[config.mk]
export PLATFORM = sky130hd
export DESIGN_NAME = utf8_to_utf16_transcoder
export DESIGN_NICKNAME = d
export VERILOG_FILES = /design/src/sv/u8u16_pkg.sv /design/src/sv/u8u16_core.sv /design/src/sv/utf8_to_utf16_transcoder.sv
export SDC_FILE = /design/constraint.sdc
export NUM_CORES = 1
export LEC_CHECK = 0
export BUFFER_PORTS_ARGS = -buffer_cell sky130_fd_sc_hd__buf_4
export CAP_MARGIN = 0
export CORE_UTILIZATION = 52
export DETAILED_ROUTE_END_ITERATION = 8
export PLACE_DENSITY = 0.73
export RECOVER_POWER = 50
export REMOVE_ABC_BUFFERS = 1
export SYNTH_ARGS = -nofsm -noshare
export SYNTH_HDL_FRONTEND = slang
export SYNTH_SLANG_ARGS = --single-unit
[constraint.sdc]
create_clock -name clk_i -period 4.25 [get_ports clk_i]
set_clock_uncertainty 0.2 [all_clocks]
set_input_delay 0.6375 -clock clk_i [delete_from_list [all_inputs] [get_ports clk_i]]
set_output_delay 0.6375 -clock clk_i [all_outputs]
set_load 0.01 [all_outputs]
[src/sv/u8u16_pkg.sv]
`timescale 1ns / 1ps
package u8u16_pkg;

  localparam int unsigned PendDepth = 3;
  localparam int unsigned ResBytes  = 6;
  localparam int unsigned CfgAddrW  = 3;

  // register index, taken from paddr[2]
  localparam logic CfgIdxBigEndian = 1'b0;

  localparam logic [15:0] Bom      = 16'hFEFF;
  localparam logic [15:0] SurrHi   = 16'hD800;
  localparam logic [15:0] SurrLo   = 16'hDC00;
  localparam logic [20:0] SuppBase = 21'h10000;

  typedef logic [PendDepth-1:0][7:0] pend_t;

  typedef struct packed {
    logic [1:0] cnt;
    logic [2:0] seq_len;
    logic       at_start;
  } ctl_t;

  typedef struct packed {
    logic       we;
    logic [1:0] idx;
  } pend_wr_t;

  typedef struct packed {
    logic [ResBytes-1:0][7:0] bytes;
    logic [2:0]               count;
  } res_t;

endpackage

[src/sv/u8u16_core.sv]
`timescale 1ns / 1ps
module u8u16_core (
  input  logic [7:0]         data_byte_i,
  input  logic               last_i,
  input  logic               big_endian_i,
  input  u8u16_pkg::ctl_t    ctl_i,
  input  u8u16_pkg::pend_t   pend_i,
  output u8u16_pkg::ctl_t    ctl_o,
  output u8u16_pkg::pend_wr_t pend_wr_o,
  output u8u16_pkg::res_t    res_o
);
  import u8u16_pkg::*;

  function automatic logic [2:0] lead_len(input logic [7:0] c);
    logic [2:0] len;
    priority if (c < 8'h80) len = 3'd1;
    else if (c < 8'hC0)     len = 3'd0;
    else if (c < 8'hE0)     len = 3'd2;
    else if (c < 8'hF0)     len = 3'd3;
    else if (c < 8'hF8)     len = 3'd4;
    else                    len = 3'd0;
    return len;
  endfunction

  function automatic logic [20:0] decode(input logic [3:0][7:0] s, input logic [2:0] len);
    logic [20:0] cp;
    unique case (len)
      3'd1:    cp = {13'd0, s[0]};
      3'd2:    cp = {10'd0, s[0][4:0], s[1][5:0]};
      3'd3:    cp = {5'd0, s[0][3:0], s[1][5:0], s[2][5:0]};
      default: cp = {s[0][2:0], s[1][5:0], s[2][5:0], s[3][5:0]};
    endcase
    return cp;
  endfunction

  logic [3:0][7:0] seq;
  logic [2:0]      byte_len;
  logic            complete;
  logic [20:0]     cp;
  logic [20:0]     cp_off;
  logic [7:0]      r0;
  logic [7:0]      r1;
  logic [2:0]      r0_len;
  logic [2:0]      r1_len;
  logic            two;
  logic [1:0][15:0] cu;
  logic [1:0]      cu_n;
  logic [2:0][15:0] units;
  logic [1:0]      n_units;

  always_comb begin
    seq[0] = (ctl_i.cnt == 2'd0) ? data_byte_i : pend_i[0];
    seq[1] = (ctl_i.cnt == 2'd1) ? data_byte_i : ((ctl_i.cnt > 2'd1) ? pend_i[1] : 8'h00);
    seq[2] = (ctl_i.cnt == 2'd2) ? data_byte_i : ((ctl_i.cnt > 2'd2) ? pend_i[2] : 8'h00);
    seq[3] = (ctl_i.cnt == 2'd3) ? data_byte_i : 8'h00;

    byte_len = lead_len(data_byte_i);
    complete = ({1'b0, ctl_i.cnt} + 3'd1) >= ctl_i.seq_len;
    cp       = decode(seq, ctl_i.seq_len);
    cp_off   = cp - SuppBase;

    // rescan after a dropped lead: at most two bytes
    r0     = seq[1];
    r1     = seq[2];
    r0_len = lead_len(r0);
    r1_len = lead_len(r1);
    two    = (ctl_i.cnt == 2'd2);

    cu   = '0;
    cu_n = 2'd0;
    if (ctl_i.cnt == 2'd0) begin
      if (byte_len == 3'd1) begin
        cu[0] = {8'h00, data_byte_i};
        cu_n  = 2'd1;
      end
    end else if (complete) begin
      if (cp[20:16] != 5'd0) begin
        cu[0] = SurrHi | {5'd0, cp_off[20:10]};
        cu[1] = SurrLo | {6'd0, cp_off[9:0]};
        cu_n  = 2'd2;
      end else begin
        cu[0] = cp[15:0];
        cu_n  = 2'd1;
      end
    end else if (last_i) begin
      priority if (r0_len == 3'd1) begin
        cu[0] = {8'h00, r0};
        cu_n  = 2'd1;
        if (two && r1_len == 3'd1) begin
          cu[1] = {8'h00, r1};
          cu_n  = 2'd2;
        end
      end else if (two && r0_len == 3'd2) begin
        cu[0] = {5'd0, r0[4:0], r1[5:0]};
        cu_n  = 2'd1;
      end else if (two && r1_len == 3'd1) begin
        cu[0] = {8'h00, r1};
        cu_n  = 2'd1;
      end else begin
        cu_n = 2'd0;
      end
    end

    // bom rides as the first unit; it only comes with an empty hold
    if (ctl_i.at_start) begin
      units   = {cu[1], cu[0], Bom};
      n_units = cu_n + 2'd1;
    end else begin
      units   = {16'h0000, cu[1], cu[0]};
      n_units = cu_n;
    end

    for (int k = 0; k < 3; k++) begin
      res_o.bytes[2*k]   = big_endian_i ? units[k][15:8] : units[k][7:0];
      res_o.bytes[2*k+1] = big_endian_i ? units[k][7:0]  : units[k][15:8];
    end
    res_o.count = {n_units, 1'b0};

    ctl_o          = ctl_i;
    ctl_o.at_start = 1'b0;
    pend_wr_o.we   = 1'b0;
    pend_wr_o.idx  = ctl_i.cnt;
    if (last_i) begin
      ctl_o.cnt      = 2'd0;
      ctl_o.seq_len  = 3'd0;
      ctl_o.at_start = 1'b1;
    end else if (ctl_i.cnt == 2'd0) begin
      if (byte_len > 3'd1) begin
        pend_wr_o.we  = 1'b1;
        ctl_o.cnt     = 2'd1;
        ctl_o.seq_len = byte_len;
      end
    end else if (complete) begin
      ctl_o.cnt     = 2'd0;
      ctl_o.seq_len = 3'd0;
    end else begin
      pend_wr_o.we = 1'b1;
      ctl_o.cnt    = ctl_i.cnt + 2'd1;
    end
  end

endmodule

[src/sv/utf8_to_utf16_transcoder.sv]
`timescale 1ns / 1ps
// channel  direction  handshake                   payload
// in       input      in_valid_i / in_stall_o     data_byte_i, last_of_buffer_i
// out      output     out_valid_o / out_stall_i   out_byte_o, last_of_run_o
// cfg      input      apb write/read, pready = 1  big_endian_order at address 0
//
// an accepted word waits in the input register until the result register frees, then is decoded in one pass
// into the result register, which drains one byte per cycle on the out channel while out_stall_i is low.
// an input word yields its bytes on the out channel: two for ascii, up to six.
// the one-byte output port draining the result register sets the pace of the input.
// reset empties both registers and arms the byte-order mark for the next buffer.
// out_stall_i holds the result register; the input register waits behind it.
module utf8_to_utf16_transcoder (
  input  logic                           clk_i,
  input  logic                           rst_ni,
  input  logic                           in_valid_i,
  output logic                           in_stall_o,
  input  logic [7:0]                     data_byte_i,
  input  logic                           last_of_buffer_i,
  output logic                           out_valid_o,
  input  logic                           out_stall_i,
  output logic [7:0]                     out_byte_o,
  output logic                           last_of_run_o,
  input  logic                           psel,
  input  logic                           penable,
  input  logic                           pwrite,
  input  logic [u8u16_pkg::CfgAddrW-1:0] paddr,
  input  logic [31:0]                    pwdata,
  output logic [31:0]                    prdata,
  output logic                           pready
);
  import u8u16_pkg::*;

  // input register
  logic       in_valid_q, in_valid_d;
  logic [7:0] in_byte_q;
  logic       in_last_q;

  // decoder state
  ctl_t       ctl_q, ctl_d;
  pend_t      pend_q;
  pend_wr_t   pend_wr;
  logic       big_endian_q;

  // result register, shifted toward entry zero as bytes leave
  logic [ResBytes-1:0][7:0] res_bytes_q;
  logic [2:0]               res_rem_q;
  res_t                     res;

  logic in_accept;
  logic out_accept;
  logic advance;
  logic cfg_write;

  u8u16_core u_core (
    .data_byte_i  (in_byte_q),
    .last_i       (in_last_q),
    .big_endian_i (big_endian_q),
    .ctl_i        (ctl_q),
    .pend_i       (pend_q),
    .ctl_o        (ctl_d),
    .pend_wr_o    (pend_wr),
    .res_o        (res)
  );

  assign out_valid_o   = (res_rem_q != 3'd0);
  assign out_byte_o    = res_bytes_q[0];
  assign last_of_run_o = (res_rem_q == 3'd1);
  assign out_accept    = out_valid_o && !out_stall_i;

  // the decoded word moves on once the result register is empty or empties now
  assign advance    = in_valid_q && (!out_valid_o || (last_of_run_o && out_accept));
  assign in_stall_o = in_valid_q && !advance;
  assign in_accept  = in_valid_i && !in_stall_o;
  assign in_valid_d = in_accept || (in_valid_q && !advance);

  assign pready    = 1'b1;
  assign cfg_write = psel && penable && pwrite && pready && (paddr[2] == CfgIdxBigEndian);
  assign prdata    = (paddr[2] == CfgIdxBigEndian) ? {31'd0, big_endian_q} : 32'd0;

  always_ff @(posedge clk_i or negedge rst_ni) begin
    if (!rst_ni) begin
      in_valid_q   <= 1'b0;
      ctl_q        <= '{cnt: 2'd0, seq_len: 3'd0, at_start: 1'b1};
      big_endian_q <= 1'b0;
      res_rem_q    <= 3'd0;
    end else begin
      in_valid_q <= in_valid_d;
      if (advance) begin
        ctl_q     <= ctl_d;
        res_rem_q <= res.count;
      end else if (out_accept) begin
        res_rem_q <= res_rem_q - 3'd1;
      end
      if (cfg_write) begin
        big_endian_q <= pwdata[0];
      end
    end
  end

  always_ff @(posedge clk_i) begin
    if (in_accept) begin
      in_byte_q <= data_byte_i;
      in_last_q <= last_of_buffer_i;
    end
    if (advance && pend_wr.we) begin
      pend_q[pend_wr.idx] <= in_byte_q;
    end
    if (advance) begin
      res_bytes_q <= res.bytes;
    end else if (out_accept) begin
      res_bytes_q <= {8'h00, res_bytes_q[ResBytes-1:1]};
    end
  end

endmodule

==> run_results.csv <==
group,metric,value,unit
worst_setup_path,crit_chain,"ha_2 -> and3b_1 -> or2_2 -> nand2_1 -> ha_1 -> or4b_4 -> a21oi_4 -> nor4_2 -> o21ai_0 -> o21ai_0 -> a221o_1 -> a32o_1",
layout,fin_nets,727,
clock_network,path_clk_slew,0.07,ns
placed_design,placed_cell_area,0.006292,mm^2
floorplan,die_h,109.8,um
power,leakagePower,2.413,nW
routing,dr.first_iter.drc_count,525,
synthesis,ys_seq_area_share,43.82,%
worst_setup_path,cp-start-kind,"flop",
worst_setup_path,rr_startpoint,"ctl_q[4]",
clock_network,clockBufferDepth,2,
clock_network,cts_root_buffer,"clkbuf_16",
synthesis,ys_types,73,
placed_design,io_buffers,29,
global_routing,grt.overflow.total,0,
synthesis,yosysTopAreaCellShare,39.25,%
layout,seqCellArea,0.002649,mm^2
layout,postLayoutCellArea,0.006541,mm^2
global_routing,grt_antenna_before_repair,0,
placed_design,dp_hpwl,12.75,mm
layout,drive_gt1_share,11.49,%
worst_setup_path,worstSetupPathType,"reg2reg",
worst_setup_path,path_common_cell,"o21ai_0",
synthesis,synth-seq-cells,90,
layout,area_growth,8.218,%
timing,min_period_over_period,95.65,%
synthesis,synth_enable_flop_cells,79,
global_routing,grt_pass1_vias,4823,
floorplan,core,0.01137,mm^2
worst_setup_path,rr_endpoint,"res_bytes_q[26]",
synthesis,synth_area_leaders,"edfxtp_1 39%, buf_4 5.0%, nand2_1 4.6%, dfrtp_1 4.1%, o21ai_0 4.1%",
routing,firstDrtPassIters,6,
worst_setup_path,endpoint_kind,"flop",
timing,grt_setup_unrepaired,"no",
placed_design,place.gp.congestion,1.005,
hold_path,min_to,"in_valid_q",
timing,max_slew_margin,19.71,%
global_routing,track_usage,30.52,%
routing,routed_wl,17.10,mm
layout,multi_input_area,0.002974,mm^2
clock_network,cts_buffers,9,
clock_network,post_cts_buffers,0,
floorplan,die-area,0.01206,mm^2
timing,finalCriticalPeriod,4.065,ns
synthesis,ys_async_sr_fraction,12.22,%
worst_setup_path,critPathRequiredTime,4.17,ns
clock_network,clk_latency,0.36,ns
clock_network,cts_sinks,90,
worst_setup_path,critPathBufInv,0,
worst_setup_path,crit_family,"compound AO/OA/AOI/OAI gates",
power,power_density,772.9,mW/mm^2
layout,utilization,57.53,%
routing,drcViolationCount,0,
synthesis,avgSynthCellArea,9.357,um^2
timing,fmax,246.0,MHz
global_routing,grt_max_degree,49,
worst_setup_path,r2r_cells,12,
floorplan,ios,95,
layout,fillers,1005,
flow_run,max-cap-violations,0,
synthesis,yosysTopAreaCell,"edfxtp_1",
routing,drtAntennaViolNets,0,
worst_setup_path,crit_fanout,16,
worst_setup_path,arrival,3.98,ns
timing,setup_violations,0,
routing,wire_per_inst,21.03,um
worst_setup_path,slowest_stage,"or4b_4",
floorplan,die_w,109.8,um
clock_network,cts.htree.levels,3,
hold_path,hold_depth,2,
timing,hold_viol,0,
timing,tightest_slew,1.204,ns
layout,diodes,0,
floorplan,initial_utilization,53.16,%
hold_path,min_from,"in_valid_i",
synthesis,syn_inst,646,
clock_network,cts_tree,"built",
floorplan,num_rows,39,
worst_setup_path,max_stage_delay,0.51,ns
power,vdd_drop_max,0.3886,mV
synthesis,syn-cell-area,0.006045,mm^2
outcome,status,"finished, final reports clean",
power,p_total,5.056,mW
routing,num_vias,5146,
synthesis,yosysWarnings,0,
hold_path,hold_path.class,"in2reg",
timing,slew_viol_final,0,
timing,setup_tns,0,ns
global_routing,grt_first_pass_wirelength,26.99,mm
worst_setup_path,rrSetupSlack,0.18,ns
synthesis,synthFlopType,"edfxtp_1",
routing,vias_per_cell,6.330,
[placed cells by master (no fill, tap or decap), types with 7 or more instances in the layout]
| cell type | synthesis | routed |
|---|---|---|
| a21oi_1 | 29 | 29 |
| a221oi_1 | 13 | 13 |
| a22o_1 | 8 | 8 |
| a22oi_1 | 12 | 12 |
| a31oi_1 | 11 | 11 |
| and2_1 | 16 | 14 |
| buf_4 | 40 | 31 |
| clkbuf_1 | 36 | 18 |
| clkbuf_16 | 0 | 10 |
| clkbuf_4 | 0 | 9 |
| conb_1 | 2 | 32 |
| dfrtp_1 | 10 | 10 |
| edfxtp_1 | 79 | 79 |
| ha_1 | 11 | 10 |
| inv_1 | 15 | 15 |
| mux2i_1 | 7 | 7 |
| nand2_1 | 74 | 74 |
| nand2b_1 | 8 | 8 |
| nand3_1 | 15 | 15 |
| nand3b_1 | 8 | 8 |
| nor2_1 | 51 | 50 |
| nor2b_1 | 9 | 9 |
| nor3_1 | 15 | 15 |
| o21ai_0 | 50 | 50 |
| o31ai_1 | 10 | 10 |
[worst max-delay path by stage]
stage | slack [ns] | from | endpoint | cells after the start
floorplan | 0.27 | ctl_q[5] | res_bytes_q[26] | 13
global placement | 0.17 | ctl_q[4] | res_bytes_q[26] | 12
detailed placement | 0.08 | ctl_q[4] | res_bytes_q[19] | 13
CTS | 0.08 | ctl_q[4] | res_bytes_q[26] | 12
global route | 0.03 | ctl_q[5] | res_bytes_q[20] | 12
finish | 0.18 | ctl_q[4] | res_bytes_q[26] | 12
[where the power goes]
part / internal, mW / switching (mW) / total (mW)
clock: 0.464 / 0.334 / 0.798
sequential: 1.44 / 0.219 / 1.66
combinational: 0.892 / 1.71 / 2.60
total: 2.80 / 2.26 / 5.06
[flip-flops by register name, summed over array words and instances, names as in the netlist]
name and flops:
big_endian_q 1, pend_q 22, in_valid_q 1, out_byte_o 8
in_last_q 1, in_byte_q 8, res_bytes_q 40, res_rem_q 3
ctl_q 6
[cells in the mapped netlist (3+ instances only)]
| cell | instances |
|---|---|
| inv_1 | 15 |
| edfxtp_1 | 79 |
| nor2b_1 | 9 |
| o221ai_1 | 4 |
| a211oi_1 | 5 |
| nor3b_1 | 4 |
| a2bb2oi_1 | 3 |
| and3b_1 | 3 |
| ha_1 | 11 |
| a22o_1 | 8 |
| nand3b_1 | 8 |
| o31ai_1 | 10 |
| nand4_1 | 3 |
| mux2_2 | 5 |
| o2bb2ai_1 | 4 |
| or2_2 | 5 |
| a221o_1 | 6 |
| o22ai_1 | 4 |
| xnor2_1 | 3 |
| a21o_1 | 6 |
| a21oi_1 | 29 |
| nand2b_1 | 8 |
| clkbuf_1 | 36 |
| buf_4 | 40 |
| nor2_1 | 51 |
| a31oi_1 | 11 |
| dfrtp_1 | 10 |
| a21boi_0 | 3 |
| nand3_1 | 15 |
| buf_6 | 3 |
| nand2_1 | 74 |
| and3_1 | 3 |
| and2_1 | 16 |
| mux2i_1 | 7 |
| a32oi_1 | 4 |
| o21ai_0 | 50 |
| nor3_1 | 15 |
| a22oi_1 | 12 |
| or3_1 | 4 |
| o21a_1 | 3 |
| o211ai_1 | 4 |
| a221oi_1 | 13 |
[timing repair]
item | in CTS | in global routing
hold buffers | 1 | 0
gates resized for setup | 0 | 2
setup endpoints to repair | 0 | 11
hold endpoints to repair | 10 | 0
[cell families after synthesis]
group,synth area share (%)
AND/OR/NAND/NOR,19.11
XOR/XNOR,0.7246
flip-flops,43.82
AO/OA/AOI/OAI,22.94
other,0.1242
adder cells (fa/ha/maj),2.277
multiplexers,2.091
buffers and inverters,8.921
[final cells by class]
type | count | share of cell area, %
Multi-Input combinational cell | 489 | 45.47
Clock inverter | 3 | 0.2869
Clock buffer | 13 | 4.304
Timing Repair Buffer | 59 | 5.796
Inverter | 16 | 0.9181
Sequential cell | 90 | 40.49
Tap cell | 143 | 2.735
[worst reg2reg max path, delay by kind of cell, from the launching register on]
| kind | cells | cell delay [ns] |
|---|---|---|
| AND/OR/NAND/NOR | 5 | 1.31 |
| adder cells (fa/ha/maj) | 2 | 0.54 |
| AO/OA/AOI/OAI | 5 | 1.35 |
| flip-flops | 1 | 0.43 |
[metrics by stage]
| stage | hold slack [ns] | setup WS, ns | instances |
|---|---|---|---|
| final | 0.2666 | 0.1849 | 813 |
| after global routing | 0.2755 | 0.03187 | 813 |
| after CTS | 0.2501 | 0.07749 | 813 |
| after detailed placement | 0.2779 | 0.08298 | 796 |
| after global placement | 0.2766 | 0.1651 | 796 |
| after floorplan | 0.1419 | 0.2695 | 595 |
[routing by layer]
metal  routed length [um]  vias up  GRT usage [%]  share of wire (%)
li1                     -     2380              -                  -
met5                    0        -              0                  0
met4                  620        0          13.71                3.6
met1                 6689     2436          39.26                 39
met3                 1436       48          4.446                8.4
met2                 8352      282          50.76                 49
Power figures use the tool's default switching activity.
